--- config.mk ---
export PLATFORM = sky130hd
export DESIGN_NAME = gpup_sqrt
export DESIGN_NICKNAME = d
export VERILOG_FILES = /design/src/rtl/core/gpup_pkg.sv /design/src/rtl/core/gpup_sqrt.sv
export SDC_FILE = /design/constraint.sdc
export NUM_CORES = 1
export LEC_CHECK = 0
export BUFFER_PORTS_ARGS = -buffer_cell sky130_fd_sc_hd__buf_2
export CAP_MARGIN = 25
export CORE_UTILIZATION = 55
export CTS_CLUSTER_DIAMETER = 40
export DETAILED_ROUTE_END_ITERATION = 7
export PLACE_DENSITY_LB_ADDON = 0.25
export SLEW_MARGIN = 20
export SYNTH_ARGS = -nofsm -noshare
export SYNTH_HDL_FRONTEND = slang
export SYNTH_SLANG_ARGS = --single-unit
--- constraint.sdc ---
create_clock -name clk_i -period 4.4 [get_ports clk_i]
set_clock_uncertainty 0.15 [all_clocks]
set_input_delay 0.88 -clock clk_i [delete_from_list [all_inputs] [get_ports clk_i]]
set_output_delay 0.88 -clock clk_i [all_outputs]
set_load 0.005 [all_outputs]
--- src/rtl/core/gpup_pkg.sv ---
// shared types, widths and helper functions of the gravity particle update core
package gpup_pkg;

  // vector component width and port packing
  localparam int CW         = 21;
  localparam int VEC_PORT_W = 63;
  localparam int LIFE_W     = 24;
  localparam int DT_W       = 16;
  localparam int ACCEL_W    = 21;
  localparam int COLOR_W    = 64;
  localparam int CCH_W      = 16;
  localparam int NCH        = COLOR_W / CCH_W;
  localparam int PAIR_W     = 32;
  localparam int SIZE_W     = PAIR_W - 1;

  // unit vector in Q.16, magnitude up to one
  localparam int UNIT_FRAC  = 16;
  localparam int UW         = UNIT_FRAC + 2;

  // length and normalize datapath
  localparam int SQ_W       = 2 * CW;
  localparam int ROOT_W     = CW;
  localparam int DIV_STEPS  = UNIT_FRAC + 1;

  // acceleration datapath
  localparam int PROD_W     = ACCEL_W + UW;
  localparam int ACC_W      = PROD_W - UNIT_FRAC + 2;
  localparam int WIDE_W     = 64;

  // configuration port
  localparam int CFG_IDX_W  = 2;
  localparam int CFG_DATA_W = 63;

  typedef enum logic [CFG_IDX_W-1:0] {
    CFG_TIME_STEP = 2'd0,
    CFG_GRAVITY   = 2'd1,
    CFG_EMITTER   = 2'd2,
    CFG_FOLLOW    = 2'd3
  } cfg_idx_e;

  typedef logic signed [CW-1:0]      comp_t;
  typedef comp_t                     vec_t [3];
  typedef logic signed [UW-1:0]      unit_t;
  typedef unit_t                     unit_vec_t [3];
  typedef logic signed [ACCEL_W-1:0] accel_t;

  // per-particle data that travels alongside the normalize datapath
  typedef struct {
    logic                    dead;
    logic                    origin;
    logic [LIFE_W-1:0]       life;
    vec_t                    p;
    vec_t                    v;
    vec_t                    st;
    accel_t                  ar;
    accel_t                  at;
    logic [COLOR_W-1:0]      color;
    logic [SIZE_W-1:0]       size;
    logic signed [PAIR_W-1:0] rot;
  } side_t;

  // one finished result
  typedef struct packed {
    logic                     alive;
    logic [LIFE_W-1:0]        life;
    logic [VEC_PORT_W-1:0]    pos;
    logic [VEC_PORT_W-1:0]    vel;
    logic [VEC_PORT_W-1:0]    draw;
    logic [COLOR_W-1:0]       color;
    logic [SIZE_W-1:0]        size;
    logic signed [PAIR_W-1:0] rot;
  } result_t;

  localparam logic signed [WIDE_W-1:0] COMP_MAX = (64'sd1 <<< (CW - 1)) - 64'sd1;
  localparam logic signed [WIDE_W-1:0] COMP_MIN = -COMP_MAX - 64'sd1;
  localparam logic signed [WIDE_W-1:0] CCH_MAX  = (64'sd1 <<< (CCH_W - 1)) - 64'sd1;
  localparam logic signed [WIDE_W-1:0] CCH_MIN  = -CCH_MAX - 64'sd1;
  localparam logic signed [WIDE_W-1:0] W32_MAX  = (64'sd1 <<< (PAIR_W - 1)) - 64'sd1;
  localparam logic signed [WIDE_W-1:0] W32_MIN  = -W32_MAX - 64'sd1;

  // split a packed port word into signed components, x lowest
  function automatic vec_t unpack_vec(input logic [VEC_PORT_W-1:0] w);
    vec_t r;
    for (int i = 0; i < 3; i++) begin
      r[i] = comp_t'(w[i*CW +: CW]);
    end
    return r;
  endfunction

  // pack components back, upper bits zero
  function automatic logic [VEC_PORT_W-1:0] pack_vec(input vec_t c);
    logic [VEC_PORT_W-1:0] r;
    r = '0;
    for (int i = 0; i < 3; i++) begin
      r[i*CW +: CW] = c[i];
    end
    return r;
  endfunction

  function automatic comp_t sat_comp(input logic signed [WIDE_W-1:0] x);
    comp_t r;
    if (x > COMP_MAX) r = comp_t'(COMP_MAX);
    else if (x < COMP_MIN) r = comp_t'(COMP_MIN);
    else r = comp_t'(x);
    return r;
  endfunction

  function automatic logic signed [CCH_W-1:0] sat_cch(input logic signed [WIDE_W-1:0] x);
    logic signed [CCH_W-1:0] r;
    if (x > CCH_MAX) r = CCH_W'(CCH_MAX);
    else if (x < CCH_MIN) r = CCH_W'(CCH_MIN);
    else r = CCH_W'(x);
    return r;
  endfunction

  function automatic logic signed [PAIR_W-1:0] sat_w32(input logic signed [WIDE_W-1:0] x);
    logic signed [PAIR_W-1:0] r;
    if (x > W32_MAX) r = PAIR_W'(W32_MAX);
    else if (x < W32_MIN) r = PAIR_W'(W32_MIN);
    else r = PAIR_W'(x);
    return r;
  endfunction

endpackage

--- src/rtl/core/gpup_sqrt.sv ---
// pipelined integer square root, one root bit per stage
module gpup_sqrt (
  input  logic                        clk_i,
  input  logic                        rst_ni,
  input  logic                        en_i,
  input  logic                        valid_i,
  input  logic [gpup_pkg::SQ_W-1:0]   sum_i,
  output logic                        valid_o,
  output logic [gpup_pkg::ROOT_W-1:0] root_o
);

  localparam int N  = gpup_pkg::ROOT_W;
  localparam int RW = N + 1;
  localparam int SW = gpup_pkg::SQ_W;

  logic [N-1:0]  vld_q;
  logic [RW-1:0] rem_q  [N];
  logic [N-1:0]  root_q [N];
  logic [SW-1:0] src_q  [N];

  for (genvar k = 0; k < N; k++) begin : g_stage
    logic          vin;
    logic [RW-1:0] rem_in;
    logic [N-1:0]  root_in;
    logic [SW-1:0] src_in;
    logic [RW+1:0] trial_rem;
    logic [RW+1:0] trial;
    logic          take;

    if (k == 0) begin : g_first
      assign vin     = valid_i;
      assign rem_in  = '0;
      assign root_in = '0;
      assign src_in  = sum_i;
    end else begin : g_next
      assign vin     = vld_q[k-1];
      assign rem_in  = rem_q[k-1];
      assign root_in = root_q[k-1];
      assign src_in  = src_q[k-1];
    end

    // bring down the next bit pair and try a one bit
    assign trial_rem = {rem_in, src_in[SW-1 -: 2]};
    assign trial     = {1'b0, root_in, 2'b01};
    assign take      = trial_rem >= trial;

    always_ff @(posedge clk_i or negedge rst_ni) begin
      if (!rst_ni) begin
        vld_q[k] <= 1'b0;
      end else if (en_i) begin
        vld_q[k] <= vin;
      end
    end

    always_ff @(posedge clk_i) begin
      if (en_i) begin
        rem_q[k]  <= take ? RW'(trial_rem - trial) : RW'(trial_rem);
        root_q[k] <= {root_in[N-2:0], take};
        src_q[k]  <= {src_in[SW-3:0], 2'b00};
      end
    end
  end

  assign valid_o = vld_q[N-1];
  assign root_o  = root_q[N-1];

endmodule

==> impl_metrics.tcl <==
set metrics [dict create \
    status "completed" \
    final_cell_mix "1063 x edfxtp_1, 305 x inv_1, 253 x ha_1, 251 x nor2_1, 220 x a21oi_1" \
    worstSetupStartpointType "flip-flop" \
    drt_wl_total_um 84400 \
    overflow 0 \
    dpl_cell_area_mm2 0.0517 \
    worst-slew-pin-transition_ns 0.856 \
    period_share 0.813 \
    crit_chain "ha_1 -> nor2b_1 -> o2111ai_1 -> nand3_1 -> a311oi_1 -> o211ai_1 -> a31oi_2 -> buf_4 -> and3b_1 -> xor2_1" \
    yosysWarnings 0 \
    drc 0 \
    netlist_instances 3745 \
    h-tree-depth 4 \
    postCtsSetupRepairBufs 0 \
    rows 109 \
    wl_per_cell_um 16.2 \
    max_stage_delay_ns 0.67 \
    crit_fanout 39 \
    leakage_nw 22.0 \
    hold_class "input pin to flip-flop" \
    hpwl_um 59000 \
    cap_violations 0 \
    synth_mux_area_frac 0.0139 \
    rsz0062_at_grt "no" \
    ys_ff_latch 1084 \
    synthesis.nets 4044 \
    synth_area_leaders "edfxtp_1 64%, ha_1 6.4%, xor2_1 3.1%" \
    cp.arrival_ns 3.88 \
    vias_per_cell 5.48 \
    crit_type "flip-flop to flip-flop" \
    io_buffers 67 \
    ios 68 \
    grt_pass1_vias 27811 \
    diodes 0 \
    drtAntennaViolNets 0 \
    synth_fa_ha_area_frac 0.0637 \
    netlist_area_mm2 0.0497 \
    dr.first_iter.drc_count 1946 \
    ys_async_sr_fraction 0.0194 \
    start_util 0.559 \
    dr.pass1.iters 5 \
    ys_seq_area_frac 0.653 \
    grt_max_degree 107 \
    synth_top_area_cell "edfxtp_1" \
    synth_xor_area_frac 0.0571 \
    slew_headroom 0.422 \
    tritoncts "yes" \
    synthDistinctLibCells 77 \
    syn_avg_cell_area_um2 13.3 \
    cts_sinks 1084 \
    crit_required_ns 4.71 \
    coreArea_mm2 0.0889 \
    max_freq_mhz 279 \
    drv_slew 0 \
    place_inst 4948 \
    crit_buf_inv 1 \
    fillers 6565 \
    clk_latency_ns 0.71 \
    cp_top_family "compound AO/OA/AOI/OAI gates" \
    die_y_um 303 \
    layout.nets 4229 \
    setup_tns_ns 0 \
    fin_hold_ws_ns 0.179 \
    synth-simple-area-share 0.0918 \
    root_buffer "clkbuf_16" \
    grt_pass1_wl_um 137000 \
    synth-main-ff-cell "edfxtp_1" \
    fin_crit_ns 3.58 \
    synth-compound-area-share 0.0916 \
    powerDensity_mw_per_mm2 525 \
    design.die.area_mm2 0.0915 \
    endpoint_kind "flip-flop" \
    layout.cells.non_filler 5213 \
    gp_congestion 0.921 \
    grt.total_usage 0.187 \
    synth_top_family_by_area "simple AND/OR/NAND/NOR gates" \
    synth_edf_count 1063 \
    num_vias 28543 \
    finalHoldViolations 0 \
    clkSlewWorstSetupHoldPaths_ns 0.06 \
    cts_buffers 144 \
    setup_viol 0 \
    clk_path_buf_depth 3 \
    slowest_stage "a311oi_1" \
    final_common_cell "edfxtp_1" \
    drive_gt1_frac 0.106 \
    ir_worst_vdd_mv 0.492 \
    design_area_mm2 0.0565 \
    syn_to_final_growth_pct 13.8 \
    synth_top_area_share 0.643 \
    fp.dieW_um 303 \
    antenna_found_initial 1 \
]
## cell type report
type | instances | area (um^2) | area share
flip-flops and latches | 1084 | 32400 | 0.574
clock inverters | 106 | 1180 | 0.0208
clock buffers | 158 | 3700 | 0.0654
inverters | 307 | 1150 | 0.0204
well taps | 1165 | 1460 | 0.0258
multi-input cells | 2290 | 15800 | 0.280
repair buffers | 103 | 772 | 0.0137
## cells in the mapped netlist (all sizes together), types with 8 or more instances
cell	n
o21a	52
o31a	8
or2	19
inv	307
nor2b	38
xnor2	151
or4	28
ha	253
edfxtp	1063
a211oi	19
o21bai	18
o21ai	183
xor2	173
nor3	99
a22o	8
nor4	43
and3	14
a31oi	20
o41ai	10
a21oi	220
and2	8
o31ai	20
o211ai	24
nand2b	45
a21boi	13
nand3	63
mux2	56
a2111oi	8
or3	35
a21o	75
nor3b	9
nor2	251
nand2	216
clkbuf	51
buf	13
nand4	25
dfrtp	21
nand3b	11
## where the power goes
group	switching, mW	internal, mW
clock network	4.40	7.21
registers	0.701	12.9
logic	2.46	1.98
## routing by layer
layer	global-route usage	vias up	part of all wire
met3	0.0357	205	0.043
met5	0	-	0
met1	0.230	13470	0.42
met4	0.0757	0	0.030
li1	-	14262	-
met2	0.324	606	0.50
## flip-flops by register name, indices dropped and copies added, names as in the netlist
| register | count |
|---|---|
| src_q | 420 |
| root_q | 231 |
| valid_o | 1 |
| g_stage.vin | 20 |
| rem_q | 412 |
## worst register-to-register path: stages (launching register included)
cell	delay, ns
edfxtp_1	0.39
ha_1	0.37
nor2b_1	0.17
o2111ai_1	0.23
nand3_1	0.20
a311oi_1	0.67
o211ai_1	0.18
a31oi_2	0.21
buf_4	0.37
and3b_1	0.24
xor2_1	0.14
## cell families (layout without fill, tap and decap cells)
group / Yosys count / after routing
DFF: 1084 / 1084
buffers and inverters: 371 / 674
other: 1 / 1
muxes: 62 / 62
adders and majority gates: 253 / 253
xor gates and xnor gates: 324 / 324
and+or+nand+nor: 924 / 924
AOI/OAI and AO/OA: 726 / 726
## path summary, 6_finish.rpt
path	end	from	cells after the start	slack, ns
max	rem_q[4][18]	rem_q[3][66]	10	0.82
min	src_q[0][31]	sum_i[31]	1	0.18
max reg2reg	rem_q[4][18]	rem_q[3][66]	10	0.82
min reg2reg	src_q[1][39]	src_q[0][157]	0	0.26
max in group asynchronous	g_stage[6].vin	rst_ni	2	3.28
min in group asynchronous	valid_o	rst_ni	2	0.50
## repair_timing
item                                   4_1_cts  5_1_grt
endpoints found under the hold margin       21        0
hold buffers                                 1        0
gates resized for setup                      0        0
setup endpoints to repair                    0        0
## metrics by stage
stage	worst slack (ns)	power, mW	utilization
after global routing	0.549	31.0	0.636
final	0.822	29.7	0.636
after floorplan	1.19	16.9	-
after detailed placement	0.871	18.2	0.581
after global placement	0.888	18.1	0.581
after CTS	0.846	29.9	0.636
Power figures use the tool's default switching activity.
