File: config.mk
export PLATFORM = sky130hd
export DESIGN_NAME = gpup_obuf
export DESIGN_NICKNAME = d
export VERILOG_FILES = /design/src/rtl/core/gpup_pkg.sv /design/src/rtl/core/gpup_obuf.sv
export SDC_FILE = /design/constraint.sdc
export NUM_CORES = 1
export LEC_CHECK = 0
export ABC_AREA = 1
export ABC_CLOCK_PERIOD_IN_PS = 19900
export BUFFER_PORTS_ARGS = -buffer_cell sky130_fd_sc_hd__buf_2
export CORE_ASPECT_RATIO = 0.5
export CORE_MARGIN = 10
export CORE_UTILIZATION = 44
export CTS_CLUSTER_DIAMETER = 50
export DETAILED_ROUTE_END_ITERATION = 8
export GPL_TIMING_DRIVEN = 0
export PLACE_DENSITY = 0.7
export SYNTH_ARGS = -nofsm -noshare
export SYNTH_HDL_FRONTEND = slang
export SYNTH_SLANG_ARGS = --single-unit
File: constraint.sdc
create_clock -name clk_i -period 19.9 [get_ports clk_i]
set_input_delay 3.98 -clock clk_i [delete_from_list [all_inputs] [get_ports clk_i]]
set_output_delay 3.98 -clock clk_i [all_outputs]
set_load 0.02 [all_outputs]
File: src/rtl/core/gpup_pkg.sv
// shared types, widths and helper functions of the gravity particle update core
package gpup_pkg;

  // vector component width and port packing
  localparam int CW         = 21;
  localparam int VEC_PORT_W = 63;
  localparam int LIFE_W     = 24;
  localparam int DT_W       = 16;
  localparam int ACCEL_W    = 21;
  localparam int COLOR_W    = 64;
  localparam int CCH_W      = 16;
  localparam int NCH        = COLOR_W / CCH_W;
  localparam int PAIR_W     = 32;
  localparam int SIZE_W     = PAIR_W - 1;

  // unit vector in Q.16, magnitude up to one
  localparam int UNIT_FRAC  = 16;
  localparam int UW         = UNIT_FRAC + 2;

  // length and normalize datapath
  localparam int SQ_W       = 2 * CW;
  localparam int ROOT_W     = CW;
  localparam int DIV_STEPS  = UNIT_FRAC + 1;

  // acceleration datapath
  localparam int PROD_W     = ACCEL_W + UW;
  localparam int ACC_W      = PROD_W - UNIT_FRAC + 2;
  localparam int WIDE_W     = 64;

  // configuration port
  localparam int CFG_IDX_W  = 2;
  localparam int CFG_DATA_W = 63;

  typedef enum logic [CFG_IDX_W-1:0] {
    CFG_TIME_STEP = 2'd0,
    CFG_GRAVITY   = 2'd1,
    CFG_EMITTER   = 2'd2,
    CFG_FOLLOW    = 2'd3
  } cfg_idx_e;

  typedef logic signed [CW-1:0]      comp_t;
  typedef comp_t                     vec_t [3];
  typedef logic signed [UW-1:0]      unit_t;
  typedef unit_t                     unit_vec_t [3];
  typedef logic signed [ACCEL_W-1:0] accel_t;

  // per-particle data that travels alongside the normalize datapath
  typedef struct {
    logic                    dead;
    logic                    origin;
    logic [LIFE_W-1:0]       life;
    vec_t                    p;
    vec_t                    v;
    vec_t                    st;
    accel_t                  ar;
    accel_t                  at;
    logic [COLOR_W-1:0]      color;
    logic [SIZE_W-1:0]       size;
    logic signed [PAIR_W-1:0] rot;
  } side_t;

  // one finished result
  typedef struct packed {
    logic                     alive;
    logic [LIFE_W-1:0]        life;
    logic [VEC_PORT_W-1:0]    pos;
    logic [VEC_PORT_W-1:0]    vel;
    logic [VEC_PORT_W-1:0]    draw;
    logic [COLOR_W-1:0]       color;
    logic [SIZE_W-1:0]        size;
    logic signed [PAIR_W-1:0] rot;
  } result_t;

  localparam logic signed [WIDE_W-1:0] COMP_MAX = (64'sd1 <<< (CW - 1)) - 64'sd1;
  localparam logic signed [WIDE_W-1:0] COMP_MIN = -COMP_MAX - 64'sd1;
  localparam logic signed [WIDE_W-1:0] CCH_MAX  = (64'sd1 <<< (CCH_W - 1)) - 64'sd1;
  localparam logic signed [WIDE_W-1:0] CCH_MIN  = -CCH_MAX - 64'sd1;
  localparam logic signed [WIDE_W-1:0] W32_MAX  = (64'sd1 <<< (PAIR_W - 1)) - 64'sd1;
  localparam logic signed [WIDE_W-1:0] W32_MIN  = -W32_MAX - 64'sd1;

  // split a packed port word into signed components, x lowest
  function automatic vec_t unpack_vec(input logic [VEC_PORT_W-1:0] w);
    vec_t r;
    for (int i = 0; i < 3; i++) begin
      r[i] = comp_t'(w[i*CW +: CW]);
    end
    return r;
  endfunction

  // pack components back, upper bits zero
  function automatic logic [VEC_PORT_W-1:0] pack_vec(input vec_t c);
    logic [VEC_PORT_W-1:0] r;
    r = '0;
    for (int i = 0; i < 3; i++) begin
      r[i*CW +: CW] = c[i];
    end
    return r;
  endfunction

  function automatic comp_t sat_comp(input logic signed [WIDE_W-1:0] x);
    comp_t r;
    if (x > COMP_MAX) r = comp_t'(COMP_MAX);
    else if (x < COMP_MIN) r = comp_t'(COMP_MIN);
    else r = comp_t'(x);
    return r;
  endfunction

  function automatic logic signed [CCH_W-1:0] sat_cch(input logic signed [WIDE_W-1:0] x);
    logic signed [CCH_W-1:0] r;
    if (x > CCH_MAX) r = CCH_W'(CCH_MAX);
    else if (x < CCH_MIN) r = CCH_W'(CCH_MIN);
    else r = CCH_W'(x);
    return r;
  endfunction

  function automatic logic signed [PAIR_W-1:0] sat_w32(input logic signed [WIDE_W-1:0] x);
    logic signed [PAIR_W-1:0] r;
    if (x > W32_MAX) r = PAIR_W'(W32_MAX);
    else if (x < W32_MIN) r = PAIR_W'(W32_MIN);
    else r = PAIR_W'(x);
    return r;
  endfunction

endpackage

File: src/rtl/core/gpup_obuf.sv
// two-entry output buffer that decouples the pipeline from the result channel
module gpup_obuf (
  input  logic              clk_i,
  input  logic              rst_ni,
  input  logic              push_i,
  input  gpup_pkg::result_t data_i,
  output logic              full_o,
  output logic              valid_o,
  input  logic              ready_i,
  output gpup_pkg::result_t data_o
);

  gpup_pkg::result_t mem_q [2];
  logic              wr_q;
  logic              rd_q;
  logic [1:0]        cnt_q;
  logic              pop;

  assign full_o  = cnt_q == 2'd2;
  assign valid_o = cnt_q != 2'd0;
  assign data_o  = mem_q[rd_q];
  assign pop     = valid_o & ready_i;

  // pointers and fill count
  always_ff @(posedge clk_i or negedge rst_ni) begin
    if (!rst_ni) begin
      wr_q  <= 1'b0;
      rd_q  <= 1'b0;
      cnt_q <= 2'd0;
    end else begin
      if (push_i) wr_q <= ~wr_q;
      if (pop) rd_q <= ~rd_q;
      case ({push_i, pop})
        2'b10:   cnt_q <= cnt_q + 2'd1;
        2'b01:   cnt_q <= cnt_q - 2'd1;
        default: cnt_q <= cnt_q;
      endcase
    end
  end

  // storage
  always_ff @(posedge clk_i) begin
    if (push_i) mem_q[wr_q] <= data_i;
  end

endmodule

==> out/summary.md <==
The flow ran to the end, and the final reports show no timing, DRC or antenna violations. In this run the tightest slew margin relative to its limit is 59.03%. After legalization and detailed placement, the total HPWL measured 58810 um. VDD sags by at most 0.08471 mV. Setup violations remaining at the end of the flow were counted as 0.

The critical register-to-register path endpoint is mem_q[0][0]. Dividing total power by cell area gives a power density of 159.4 nW/um2. In this run the remaining antenna-violating nets after routing total 0. The count of non-filler cells in the finished layout is 3410. Yosys attributes the largest share of cell area to edfxtp_1, nand2_1, buf_4. For this run, global-route usage on met1 was measured as 25.35%.

TritonCTS built the clock tree. The min-delay analysis places its worst path in the category reg2reg. Across all hold checks on the routed design, the worst slack comes to 470.2 ps.

The logs give 44.79% for the initial standard-cell utilization of the core and 686 for the total clock sinks. For this run, the number of Yosys warnings is 0. The tools report the reported leakage power as 13.76 nW.

The critical path is of the reg2out type. The startpoint identified for the worst register-to-register timing path is wr_q. The biggest area consumer among synthesized cells is edfxtp_1.

Summed over all layers, the routed wires come to 78290 um. The final-report hold violation count is 0, and the mux cell area share after synthesis is 0%. The die is 357.5 um wide.

Global routing used 3.530% of the available met3 tracks. Of the cells placed in the final design, the portion with a size suffix greater than 1 is 32.77%. The DRC violation total after the first TritonRoute iteration is 1569, and the number of enable-type register cells in the synthesized netlist is 682.

At the end of the flow, the number of nets in the layout was 2921. In this run the worst setup path begins at rd_q. After Yosys synthesis, XOR and XNOR cells account for 0.06991% of the synthesized area.

The number of placed instances, taps included, is 3269. The total overflow left after global routing is 0. The tool flagged a number of max-cap violations equal to 0. The run gives 16.35k as the via count of the first global-routing pass.

Global routing used 40.55% of the available met2 tracks. Number of placement rows: 61. Relative to the synthesized area, the layout overhead comes to 27.12%.

The synthesized netlist devotes 15.56% of its cell area to simple gates. Synthesis produced 1809 cells. Master of the slowest instance on the critical path: buf_2. At the worst endpoint, the arrival time is 2290 ps. The final period utilization is 31.53%. The tools report the buffer cell driving the clock tree root as clkbuf_16. 688 I/O pins were placed. Setup repair after global routing left no endpoint under its margin. The signal on the critical path passes through buf_4 -> buf_4 -> buf_2 -> nand2_1 -> nand2_1 -> buf_2.

Capture point of the worst path: data_o[121]. The routability-driven placement congestion ratio is 0.8880, and the height of the die is 188.7 um. The first global-routing pass estimated 109000 um of wire.

The count of state elements after synthesis was 686. For the standard cell core area, the log shows 55940 um2. The total number of vias is 16.58k, and the total count of max-transition violations in the final report is 0. By area, the combinational part of the netlist is dominated by simple AND/OR/NAND/NOR gates. The worst path needs 6275 ps of the cycle, external delays included. Post-CTS timing repair inserted 0 buffers for setup. Dividing the detail-routed via count by the number of cells gives 4.863. For the count of filler cells inserted in the layout, the log shows 4512. The detailed-route DRC error count is 0. After synthesis, flip-flops and latches occupy 82.14% of the total area. For the depth of the CTS H-tree, the log shows 2. Of all nets on the critical path, the largest fanout is 10. After clock tree synthesis, the flow added hold-fix buffers numbering 0.

The number of cells on the worst reg-to-reg path is 5. Most used routing layer: met2. The detail-routed net length per standard cell came out at 22.96 um. In the global route stage, overall resource usage came out at 22.11%.

The clock buffer count from CTS was 60. The largest clock skew in the final design is 28.87 ps. The clock input transition at the sequential cells of the worst setup and hold paths came out at 70 ps.

The most common cell in the synthesized netlist is nand2_1. The adder-cell share of the synthesized area is 0.04994%. STA classifies the critical path startpoint as a flip-flop. For this run, the detailed router's first-pass iteration total came to 5. In the synthesized netlist, the cells that appear most often are nand2_1, edfxtp_1, buf_4. The number of buffers added on ports works out to 687. After synthesis, the mean cell area works out to 13.85 um2. The floorplan step defined a die boundary enclosing 67470 um2.

Among all flip-flop cells after synthesis, the most frequent one is edfxtp_1. Complex-gate fraction of the synthesized area: 0%. Across all register-to-register paths, the minimum setup slack is 17700 ps. Entering global routing, the biggest net connects 107 pins. The required time of the critical path is 15920 ps, and the share of async-settable or async-resettable flops after synthesis is 0.5831%.

The combined area of all synthesized cells is 25060 um2. The insertion delay of the later-clocked pin in the worst-skew pair was 610 ps; the area share of the largest cell type after synthesis was 81.74%. The unique cell type count in the Yosys netlist was 14. The actual transition at the worst max-transition pin is 614.5 ps, and the maximum frequency from static timing analysis is 159.4 MHz. The clock tree buffer depth was 3; the post-cts sizing count was 0. The number of antenna violations at the first check in global routing was 34. STA classifies the critical path endpoint as an output pin.

The delay of the slowest cell on the worst path came out at 350 ps. Synthesis produced a netlist with a net count of 2155.
## layout by cell type (no fill, tap or decap)
| cell type | n |
|---|---|
| nand4_1 | 1 |
| inv_1 | 6 |
| buf_16 | 8 |
| ha_1 | 1 |
| clkinv_2 | 5 |
| clkinv_4 | 1 |
| inv_8 | 2 |
| nor2_1 | 1 |
| clkinv_1 | 17 |
| nand3_1 | 2 |
| clkbuf_16 | 62 |
| clkinv_8 | 2 |
| buf_2 | 712 |
| dfrtp_1 | 4 |
| clkinvlp_4 | 1 |
| inv_4 | 1 |
| inv_6 | 1 |
| clkbuf_1 | 16 |
| nor2_4 | 1 |
| buf_4 | 46 |
| bufinv_16 | 5 |
| nand2_1 | 1032 |
| edfxtp_1 | 682 |
| xnor2_1 | 1 |
| diode_2 | 30 |
| buf_6 | 4 |
| buf_12 | 9 |
| xor2_1 | 1 |
## worst min-delay path by stage
stage | cells past startpoint | to | startpoint | slack, ps
floorplan | 2 | cnt_q[1] | cnt_q[1] | 440
global placement | 2 | cnt_q[1] | cnt_q[1] | 460
detailed placement | 2 | cnt_q[1] | cnt_q[1] | 460
CTS | 2 | cnt_q[1] | cnt_q[1] | 470
global route | 2 | cnt_q[1] | cnt_q[1] | 520
finish | 2 | cnt_q[1] | cnt_q[1] | 470
## cell type report
cell class              count  area (um2)  share of cell area, %
well taps                 756       945.9                  2.970
flip-flops and latches    686       20580                  64.62
inverters                   8       40.04                 0.1257
multi-input cells        1040        3935                  12.36
diodes                     30       75.07                 0.2357
repair buffers            704        3839                  12.05
plain buffers              75       515.5                  1.619
clock buffers              78        1612                  5.060
clock inverters            33       307.8                 0.9664
## per-stage QoR
step / setup WS (ps) / area (um2) / utilization [%] / setup TNS [ps] / power [mW]
after floorplan: 532.6 / 25060 / - / 0 / 3.242
after global placement: -8075 / 29440 / 52.62 / -2739640 / 4.121
after detailed placement: 13990 / 29850 / 53.36 / 0 / 3.968
after CTS: 13590 / 31770 / 56.80 / 0 / 5.120
after global routing: 13490 / 31840 / 56.92 / 0 / 5.315
final: 13630 / 31850 / 56.93 / 0 / 5.076
## cell families after synthesis
logic type,Yosys count
XOR/XNOR,2
flip-flops,686
adder cells (fa/ha/maj),1
buffers and inverters,83
AND/OR/NAND/NOR,1037
## worst max-delay path: cells and delay by family, from the launching register on
kind	cells	cell delay, ps
buffers and inverters	4	1040
flip-flops	1	320
AND/OR/NAND/NOR	2	300
## state kept, by name, indices dropped and copies added (netlist names)
| signal | flops |
|---|---|
| rd_q | 1 |
| mem_q | 682 |
| cnt_q | 2 |
| wr_q | 1 |
## metal layers
metal,up-vias,wire [um]
li1,7704,-
met1,8165,27910
met2,574,43160
met3,140,4414
met4,0,2804
met5,-,0
## power breakdown
part / leakage, nW / total (mW) / switching (mW) / internal, mW
clock network: 0.929 / 1.15 / 0.517 / 0.636
logic: 6.38 / 1.95 / 1.41 / 0.535
registers: 6.45 / 1.97 / 0.0612 / 1.91
(Power assumes the default switching activity.)
