$ cat src/rtl/core/gpup_pkg.sv
// shared types, widths and helper functions of the gravity particle update core
package gpup_pkg;

  // vector component width and port packing
  localparam int CW         = 21;
  localparam int VEC_PORT_W = 63;
  localparam int LIFE_W     = 24;
  localparam int DT_W       = 16;
  localparam int ACCEL_W    = 21;
  localparam int COLOR_W    = 64;
  localparam int CCH_W      = 16;
  localparam int NCH        = COLOR_W / CCH_W;
  localparam int PAIR_W     = 32;
  localparam int SIZE_W     = PAIR_W - 1;

  // unit vector in Q.16, magnitude up to one
  localparam int UNIT_FRAC  = 16;
  localparam int UW         = UNIT_FRAC + 2;

  // length and normalize datapath
  localparam int SQ_W       = 2 * CW;
  localparam int ROOT_W     = CW;
  localparam int DIV_STEPS  = UNIT_FRAC + 1;

  // acceleration datapath
  localparam int PROD_W     = ACCEL_W + UW;
  localparam int ACC_W      = PROD_W - UNIT_FRAC + 2;
  localparam int WIDE_W     = 64;

  // configuration port
  localparam int CFG_IDX_W  = 2;
  localparam int CFG_DATA_W = 63;

  typedef enum logic [CFG_IDX_W-1:0] {
    CFG_TIME_STEP = 2'd0,
    CFG_GRAVITY   = 2'd1,
    CFG_EMITTER   = 2'd2,
    CFG_FOLLOW    = 2'd3
  } cfg_idx_e;

  typedef logic signed [CW-1:0]      comp_t;
  typedef comp_t                     vec_t [3];
  typedef logic signed [UW-1:0]      unit_t;
  typedef unit_t                     unit_vec_t [3];
  typedef logic signed [ACCEL_W-1:0] accel_t;

  // per-particle data that travels alongside the normalize datapath
  typedef struct {
    logic                    dead;
    logic                    origin;
    logic [LIFE_W-1:0]       life;
    vec_t                    p;
    vec_t                    v;
    vec_t                    st;
    accel_t                  ar;
    accel_t                  at;
    logic [COLOR_W-1:0]      color;
    logic [SIZE_W-1:0]       size;
    logic signed [PAIR_W-1:0] rot;
  } side_t;

  // one finished result
  typedef struct packed {
    logic                     alive;
    logic [LIFE_W-1:0]        life;
    logic [VEC_PORT_W-1:0]    pos;
    logic [VEC_PORT_W-1:0]    vel;
    logic [VEC_PORT_W-1:0]    draw;
    logic [COLOR_W-1:0]       color;
    logic [SIZE_W-1:0]        size;
    logic signed [PAIR_W-1:0] rot;
  } result_t;

  localparam logic signed [WIDE_W-1:0] COMP_MAX = (64'sd1 <<< (CW - 1)) - 64'sd1;
  localparam logic signed [WIDE_W-1:0] COMP_MIN = -COMP_MAX - 64'sd1;
  localparam logic signed [WIDE_W-1:0] CCH_MAX  = (64'sd1 <<< (CCH_W - 1)) - 64'sd1;
  localparam logic signed [WIDE_W-1:0] CCH_MIN  = -CCH_MAX - 64'sd1;
  localparam logic signed [WIDE_W-1:0] W32_MAX  = (64'sd1 <<< (PAIR_W - 1)) - 64'sd1;
  localparam logic signed [WIDE_W-1:0] W32_MIN  = -W32_MAX - 64'sd1;

  // split a packed port word into signed components, x lowest
  function automatic vec_t unpack_vec(input logic [VEC_PORT_W-1:0] w);
    vec_t r;
    for (int i = 0; i < 3; i++) begin
      r[i] = comp_t'(w[i*CW +: CW]);
    end
    return r;
  endfunction

  // pack components back, upper bits zero
  function automatic logic [VEC_PORT_W-1:0] pack_vec(input vec_t c);
    logic [VEC_PORT_W-1:0] r;
    r = '0;
    for (int i = 0; i < 3; i++) begin
      r[i*CW +: CW] = c[i];
    end
    return r;
  endfunction

  function automatic comp_t sat_comp(input logic signed [WIDE_W-1:0] x);
    comp_t r;
    if (x > COMP_MAX) r = comp_t'(COMP_MAX);
    else if (x < COMP_MIN) r = comp_t'(COMP_MIN);
    else r = comp_t'(x);
    return r;
  endfunction

  function automatic logic signed [CCH_W-1:0] sat_cch(input logic signed [WIDE_W-1:0] x);
    logic signed [CCH_W-1:0] r;
    if (x > CCH_MAX) r = CCH_W'(CCH_MAX);
    else if (x < CCH_MIN) r = CCH_W'(CCH_MIN);
    else r = CCH_W'(x);
    return r;
  endfunction

  function automatic logic signed [PAIR_W-1:0] sat_w32(input logic signed [WIDE_W-1:0] x);
    logic signed [PAIR_W-1:0] r;
    if (x > W32_MAX) r = PAIR_W'(W32_MAX);
    else if (x < W32_MIN) r = PAIR_W'(W32_MIN);
    else r = PAIR_W'(x);
    return r;
  endfunction

endpackage

$ cat src/rtl/core/gpup_div.sv
// pipelined restoring divider, forms the unit vector one quotient bit per stage
module gpup_div (
  input  logic                        clk_i,
  input  logic                        rst_ni,
  input  logic                        en_i,
  input  logic                        valid_i,
  input  logic [gpup_pkg::ROOT_W-1:0] len_i,
  input  gpup_pkg::vec_t              p_i,
  output logic                        valid_o,
  output gpup_pkg::unit_vec_t         u_o
);

  localparam int N  = gpup_pkg::DIV_STEPS;
  localparam int LW = gpup_pkg::ROOT_W;
  localparam int CW = gpup_pkg::CW;

  logic [N-1:0]  vld_q;
  logic [LW-1:0] len_q [N];
  logic [LW-1:0] rem_q [N][3];
  logic [N-1:0]  quo_q [N][3];
  logic [2:0]    neg_q [N];

  // magnitude of each component, most negative value maps to 2^(CW-1)
  logic [CW-1:0] mag [3];
  always_comb begin
    for (int i = 0; i < 3; i++) begin
      mag[i] = p_i[i][CW-1] ? CW'(-p_i[i]) : CW'(p_i[i]);
    end
  end

  for (genvar k = 0; k < N; k++) begin : g_stage
    logic          vin;
    logic [LW-1:0] len_in;
    logic [2:0]    neg_in;
    logic [LW-1:0] rem_in [3];
    logic [N-1:0]  quo_in [3];
    logic [2:0]    nb;

    if (k == 0) begin : g_first
      assign vin    = valid_i;
      assign len_in = len_i;
      for (genvar i = 0; i < 3; i++) begin : g_lane
        assign neg_in[i] = p_i[i][CW-1];
        assign rem_in[i] = LW'(mag[i] >> 1);
        assign quo_in[i] = '0;
        assign nb[i]     = mag[i][0];
      end
    end else begin : g_next
      assign vin    = vld_q[k-1];
      assign len_in = len_q[k-1];
      assign neg_in = neg_q[k-1];
      for (genvar i = 0; i < 3; i++) begin : g_lane
        assign rem_in[i] = rem_q[k-1][i];
        assign quo_in[i] = quo_q[k-1][i];
        assign nb[i]     = 1'b0;
      end
    end

    always_ff @(posedge clk_i or negedge rst_ni) begin
      if (!rst_ni) begin
        vld_q[k] <= 1'b0;
      end else if (en_i) begin
        vld_q[k] <= vin;
      end
    end

    // one compare and subtract per lane
    for (genvar i = 0; i < 3; i++) begin : g_lane_step
      logic [LW:0] trial;
      logic        take;
      assign trial = {rem_in[i], nb[i]};
      assign take  = trial >= {1'b0, len_in};

      always_ff @(posedge clk_i) begin
        if (en_i) begin
          rem_q[k][i] <= take ? LW'(trial - {1'b0, len_in}) : LW'(trial);
          quo_q[k][i] <= {quo_in[i][N-2:0], take};
        end
      end
    end

    always_ff @(posedge clk_i) begin
      if (en_i) begin
        len_q[k] <= len_in;
        neg_q[k] <= neg_in;
      end
    end
  end

  // restore the sign, truncation toward zero
  always_comb begin
    for (int i = 0; i < 3; i++) begin
      u_o[i] = neg_q[N-1][i] ? -gpup_pkg::unit_t'({1'b0, quo_q[N-1][i]})
                             : gpup_pkg::unit_t'({1'b0, quo_q[N-1][i]});
    end
  end

  assign valid_o = vld_q[N-1];

endmodule

$ cat config.mk
export PLATFORM = sky130hd
export DESIGN_NAME = gpup_div
export DESIGN_NICKNAME = d
export VERILOG_FILES = /design/src/rtl/core/gpup_pkg.sv /design/src/rtl/core/gpup_div.sv
export SDC_FILE = /design/constraint.sdc
export NUM_CORES = 2
export LEC_CHECK = 0
export ABC_CLOCK_PERIOD_IN_PS = 3650
export BUFFER_PORTS_ARGS = -buffer_cell sky130_fd_sc_hd__buf_2
export CAP_MARGIN = 20
export CORE_MARGIN = 2
export CORE_UTILIZATION = 55
export CTS_CLUSTER_DIAMETER = 100
export DETAILED_ROUTE_END_ITERATION = 6
export HOLD_SLACK_MARGIN = 0.03
export PLACE_DENSITY = 0.73
export SETUP_SLACK_MARGIN = 0.2
export SLEW_MARGIN = 0
export SYNTH_ARGS = -nofsm -noshare
export SYNTH_HDL_FRONTEND = slang
export SYNTH_SLANG_ARGS = --single-unit
$ cat constraint.sdc
create_clock -name clk_i -period 3.65 [get_ports clk_i]
set_clock_uncertainty 0.15 [all_clocks]
set_input_delay 0.365 -clock clk_i [delete_from_list [all_inputs] [get_ports clk_i]]
set_output_delay 0.365 -clock clk_i [all_outputs]
set_load 0.01 [all_outputs]
==> Implementation_results.wiki <==
{| class="wikitable"
! Metric !! Value
|-
| DRT Wirelength || ~360000 um
|-
| Cell variety after synth || 86
|-
| Least setup slack across all paths after layout || -182 ps
|-
| Syn Nets || between 10000 and 15000
|-
| Required time at the endpoint of the critical path || between 3000 and 4000 ps
|-
| Length of the first detailed-routing pass in iterations || 7
|-
| Crit path kind || register to output pin
|-
| DP Worst Slack || -965 ps
|-
| Number of DRC violations after detailed-routing iteration 0 || 8813
|-
| Number of storage elements in the synthesis netlist || between 1500 and 2000
|-
| Chip Width || between 400 and 500 um
|-
| Combinational family with the most area after synthesis || compound AO/OA/AOI/OAI gates
|-
| Leading post-synthesis cells by cell area || sky130_fd_sc_hd__edfxtp_1, sky130_fd_sc_hd__ha_1, sky130_fd_sc_hd__mux2_2
|-
| Clk_lat worst skew || 890 ps
|-
| Core area || approximately 0.21 sq mm
|-
| Number of nets with antenna violations after detailed routing || 0
|-
| Vias in the first global route || 85900
|-
| I/O Buffers || about 140
|-
| Setup repair after global routing missed its margin || true
|-
| Final Net Count || roughly 13000
|-
| Internal reg-to-reg setup slack || approximately 70 ps
|-
| Total CTS buffers || ~200
|-
| Crit path max-delay cell type || sky130_fd_sc_hd__edfxtp_1
|-
| CP Cell Sequence || inv_2, ha_4, nand2_2, or3_4, or2_4, or3_4, o31ai_4, xnor2_1, buf_2
|-
| Remaining global-route overflow || 0
|-
| Worst R2R Start || len_q[0][159]$_DFFE_PP_
|-
| Xor and xnor area share after synthesis || 6.61%
|-
| Period minus WS final || ~3800 ps
|-
| RePlAce Congestion || approximately 0.98
|-
| Die Y-Extent || ~470 um
|-
| Max Buffers Root-to-Sink || 3
|-
| Period utilization || 105%
|-
| Compound-cell area share of the yosys netlist || ~15%
|-
| Element type at the critical path start || register
|-
| Final count of negative-setup-slack endpoints || 11
|-
| Global router's overall resource usage || between 30% and 40%
|-
| Launch point of the critical path || quo_q[16][17]$_DFFE_PP_
|-
| Max stage delay on crit path || ~520 ps
|-
| Final HPWL from detailed placement || ~270000 um
|-
| Violated checks || DRC, setup timing
|-
| Number of antenna violations at the first check in global routing || 17
|-
| CP dominant cell by count || sky130_fd_sc_hd__or3_4
|-
| CTS H-tree depth || 4
|-
| Floorplan die area || 0.218 sq mm
|-
| Clock input transition at the sequential cells of the worst setup and hold paths || 60 ps
|-
| Largest net degree at the start of global routing || around 140
|-
| Number of hold violations in the final report || 0
|-
| Final number of max-transition violations || 0
|-
| DRC Markers || 10
|-
| Buffer cell driving the clock tree root || sky130_fd_sc_hd__clkbuf_16
|-
| Multiplexer share of the synthesized area || 6.51%
|-
| Number of max-cap violations || 0
|-
| Fraction of the mapped netlist area in simple logic gates || under 10%
|-
| Area share of fa/ha/maj cells after synthesis || between 10% and 20%
|-
| Vias || 90000
|-
| Hold_sp || p_i[17]
|-
| Post-synth EDFFs || 1854
|-
| Synthesis warning total || 0
|-
| Initial core utilization || 55.1%
|-
| Clock tree from TritonCTS || done
|-
| I/O pin cnt || approximately 140
|-
| Worst slack on hold paths || roughly 96 ps
|-
| Layout area overhead || 21.4%
|-
| Worst-Margin Slew || 1020 ps
|-
| Share of layout cells above drive strength 1 || 23.6%
|-
| Average wire per standard cell || 24.1 um
|-
| FFs w/ async S/R, synth || less than 1%
|-
| Sinks on Clock Net || between 1500 and 2000
|-
| Slew HR || between 30% and 40%
|-
| Power consumption || 136 mW
|-
| Critical-path maximum fanout || 3
|-
| Sequential cell area fraction in the yosys report || a little under half
|-
| Worst hold path type || input port to register
|-
| Mean Syn Cell Area || ~11 sq um
|-
| Arrival time at the worst endpoint || approximately 3300 ps
|-
| Post-Syn Instances || 10500
|-
| Synthesized area || 0.118 sq mm
|-
| Yosys top cell by area || sky130_fd_sc_hd__edfxtp_1
|-
| Maximum clock rate || approximately 260 MHz
|-
| Power density cells || 946 mW/mm^2
|-
| Via density per instance || ~6
|-
| Total Negative Setup Slacks || -655 ps
|-
| Filler cell count in the final layout || approximately 16000
|-
| LEAKAGE || 58.5 nW
|-
| VDD IR-drop max || between 0.6 and 0.7 mV
|-
| Area share of the largest cell type after synthesis || a little under half
|-
| Type of element capturing the critical path || output pin
|-
| Register area || roughly 0.056 sq mm
|-
| Outcome || complete, but fails checks
|-
| Primary flip-flop cell chosen by synthesis mapping || sky130_fd_sc_hd__edfxtp_1
|-
| First-pass GRT wire length || roughly 520000 um
|-
| Cell Rows || 170
|-
| Footprint of the multi-input gates || roughly 0.063 sq mm
|}
-- registers in the layout, indices dropped and copies added, names as in the netlist --
| signal | count |
|---|---|
| g_stage.vin | 16 |
| len_q | 336 |
| neg_q | 51 |
| quo_q | 459 |
| rem_q | 1008 |
| valid_o | 1 |
-- power breakdown --
group	total (mW)	switching, mW	internal, mW
combinational	74.3	39.0	35.3
clock	21.5	9.06	12.5
sequential	39.7	5.47	34.2
total	136	53.5	82.0
-- worst paths after layout --
check                                         endpoint  cells past startpoint
setup reg to reg                 rem_q[8][9]$_DFFE_PP_                     10
min in group asynchronous  g_stage[16].vin$_DFFE_PN0P_                      3
hold / removal                  rem_q[0][17]$_DFFE_PP_                      5
setup / recovery                               u_o[32]                      9
hold reg to reg                  neg_q[0][7]$_DFFE_PP_                      0
max in group asynchronous   g_stage[4].vin$_DFFE_PN0P_                      3
-- critical path: cells and delay by family, from the launching register on --
family                   cells  cell delay [ps]
buffers and inverters        2              370
adder cells (fa/ha/maj)      1              160
flip-flops                   1              520
XOR/XNOR                     1              180
AO/OA/AOI/OAI                1              210
AND/OR/NAND/NOR              4              990
-- area by class of cell --
| class | instances | area share (%) |
|---|---|---|
| multi-input combinational | 7849 | 43.8 |
| inverter | 586 | 1.54 |
| clock buffer | 230 | 3.59 |
| antenna | 5 | 0.00873 |
| timing repair buffer | 1307 | 8.06 |
| clock inverter | 152 | 1.32 |
| tap | 2838 | 2.48 |
| sequential | 1871 | 39.2 |
-- routing by layer --
| layer | track usage, % | vias to the layer above | part of all wire, % |
|---|---|---|---|
| met5 | 0 | - | 0.011 |
| met2 | 49.7 | 3261 | 46 |
| met4 | 9.89 | 6 | 3.3 |
| met3 | 4.55 | 590 | 7.2 |
| met1 | 44.3 | 43900 | 44 |
| li1 | - | 42200 | - |
-- cell usage after synthesis (all sizes together) (15+ instances only) --
library cell / n
nor3: 189
edfxtp: 1854
a21boi: 25
a21oi: 833
or3: 48
a21o: 357
xnor2: 603
clkbuf: 114
nand3: 159
o21bai: 113
ha: 1074
a2111oi: 16
and2: 56
dfrtp: 17
o31a: 67
nand4: 131
and3: 77
a211oi: 84
a211o: 31
buf: 71
mux2: 652
o21ai: 615
nor2b: 185
o31ai: 100
o41ai: 43
nand2: 541
inv: 586
mux2i: 28
fa: 48
or2: 45
o21a: 194
nand2b: 137
a31oi: 112
a311oi: 15
xor2: 288
o211ai: 28
a221oi: 17
or4: 24
nor2: 699
o22ai: 15
nor4: 50
o2111ai: 17
-- per-stage QoR --
stage,util [%],cells,cell area (sq um)
after floorplan,-,10500,118000
after global placement,60.2,14100,129000
after detailed placement,60.2,14100,129000
after CTS,65.0,14700,139000
after global routing,66.9,14800,143000
final,66.9,14800,143000
-- kinds of logic (layout without fill, tap and decap cells) --
kind of cell    after synthesis  after routing
fa+ha+maj                  1122           1122
other cells                   0              5
xor+xnor                    891            891
buf+inv                     771           2275
mux                         680            680
compound gates             2769           2771
simple gates               2385           2385
flops                      1871           1871
-- what timing repair did --
action,in CTS,in global routing
hold buffers,53,0
gates resized for setup,368,557
hold endpoints to repair,236,0
pin swaps,102,257
setup endpoints to repair,614,848
gates cloned,19,19
buffers inserted,107,159
-- layout by cell type, fill, tap and decap left out, types with 220 or more instances in the layout --
master,count
sky130_fd_sc_hd__edfxtp_1,1854
sky130_fd_sc_hd__ha_1,1027
sky130_fd_sc_hd__buf_4,927
sky130_fd_sc_hd__a21oi_1,771
sky130_fd_sc_hd__nor2_1,679
sky130_fd_sc_hd__xnor2_1,596
sky130_fd_sc_hd__inv_1,541
sky130_fd_sc_hd__nand2_1,523
sky130_fd_sc_hd__o21ai_0,504
sky130_fd_sc_hd__mux2_2,492
sky130_fd_sc_hd__a21o_1,357
sky130_fd_sc_hd__xor2_1,286
sky130_fd_sc_hd__clkbuf_16,220
(Power assumes the default switching activity.)
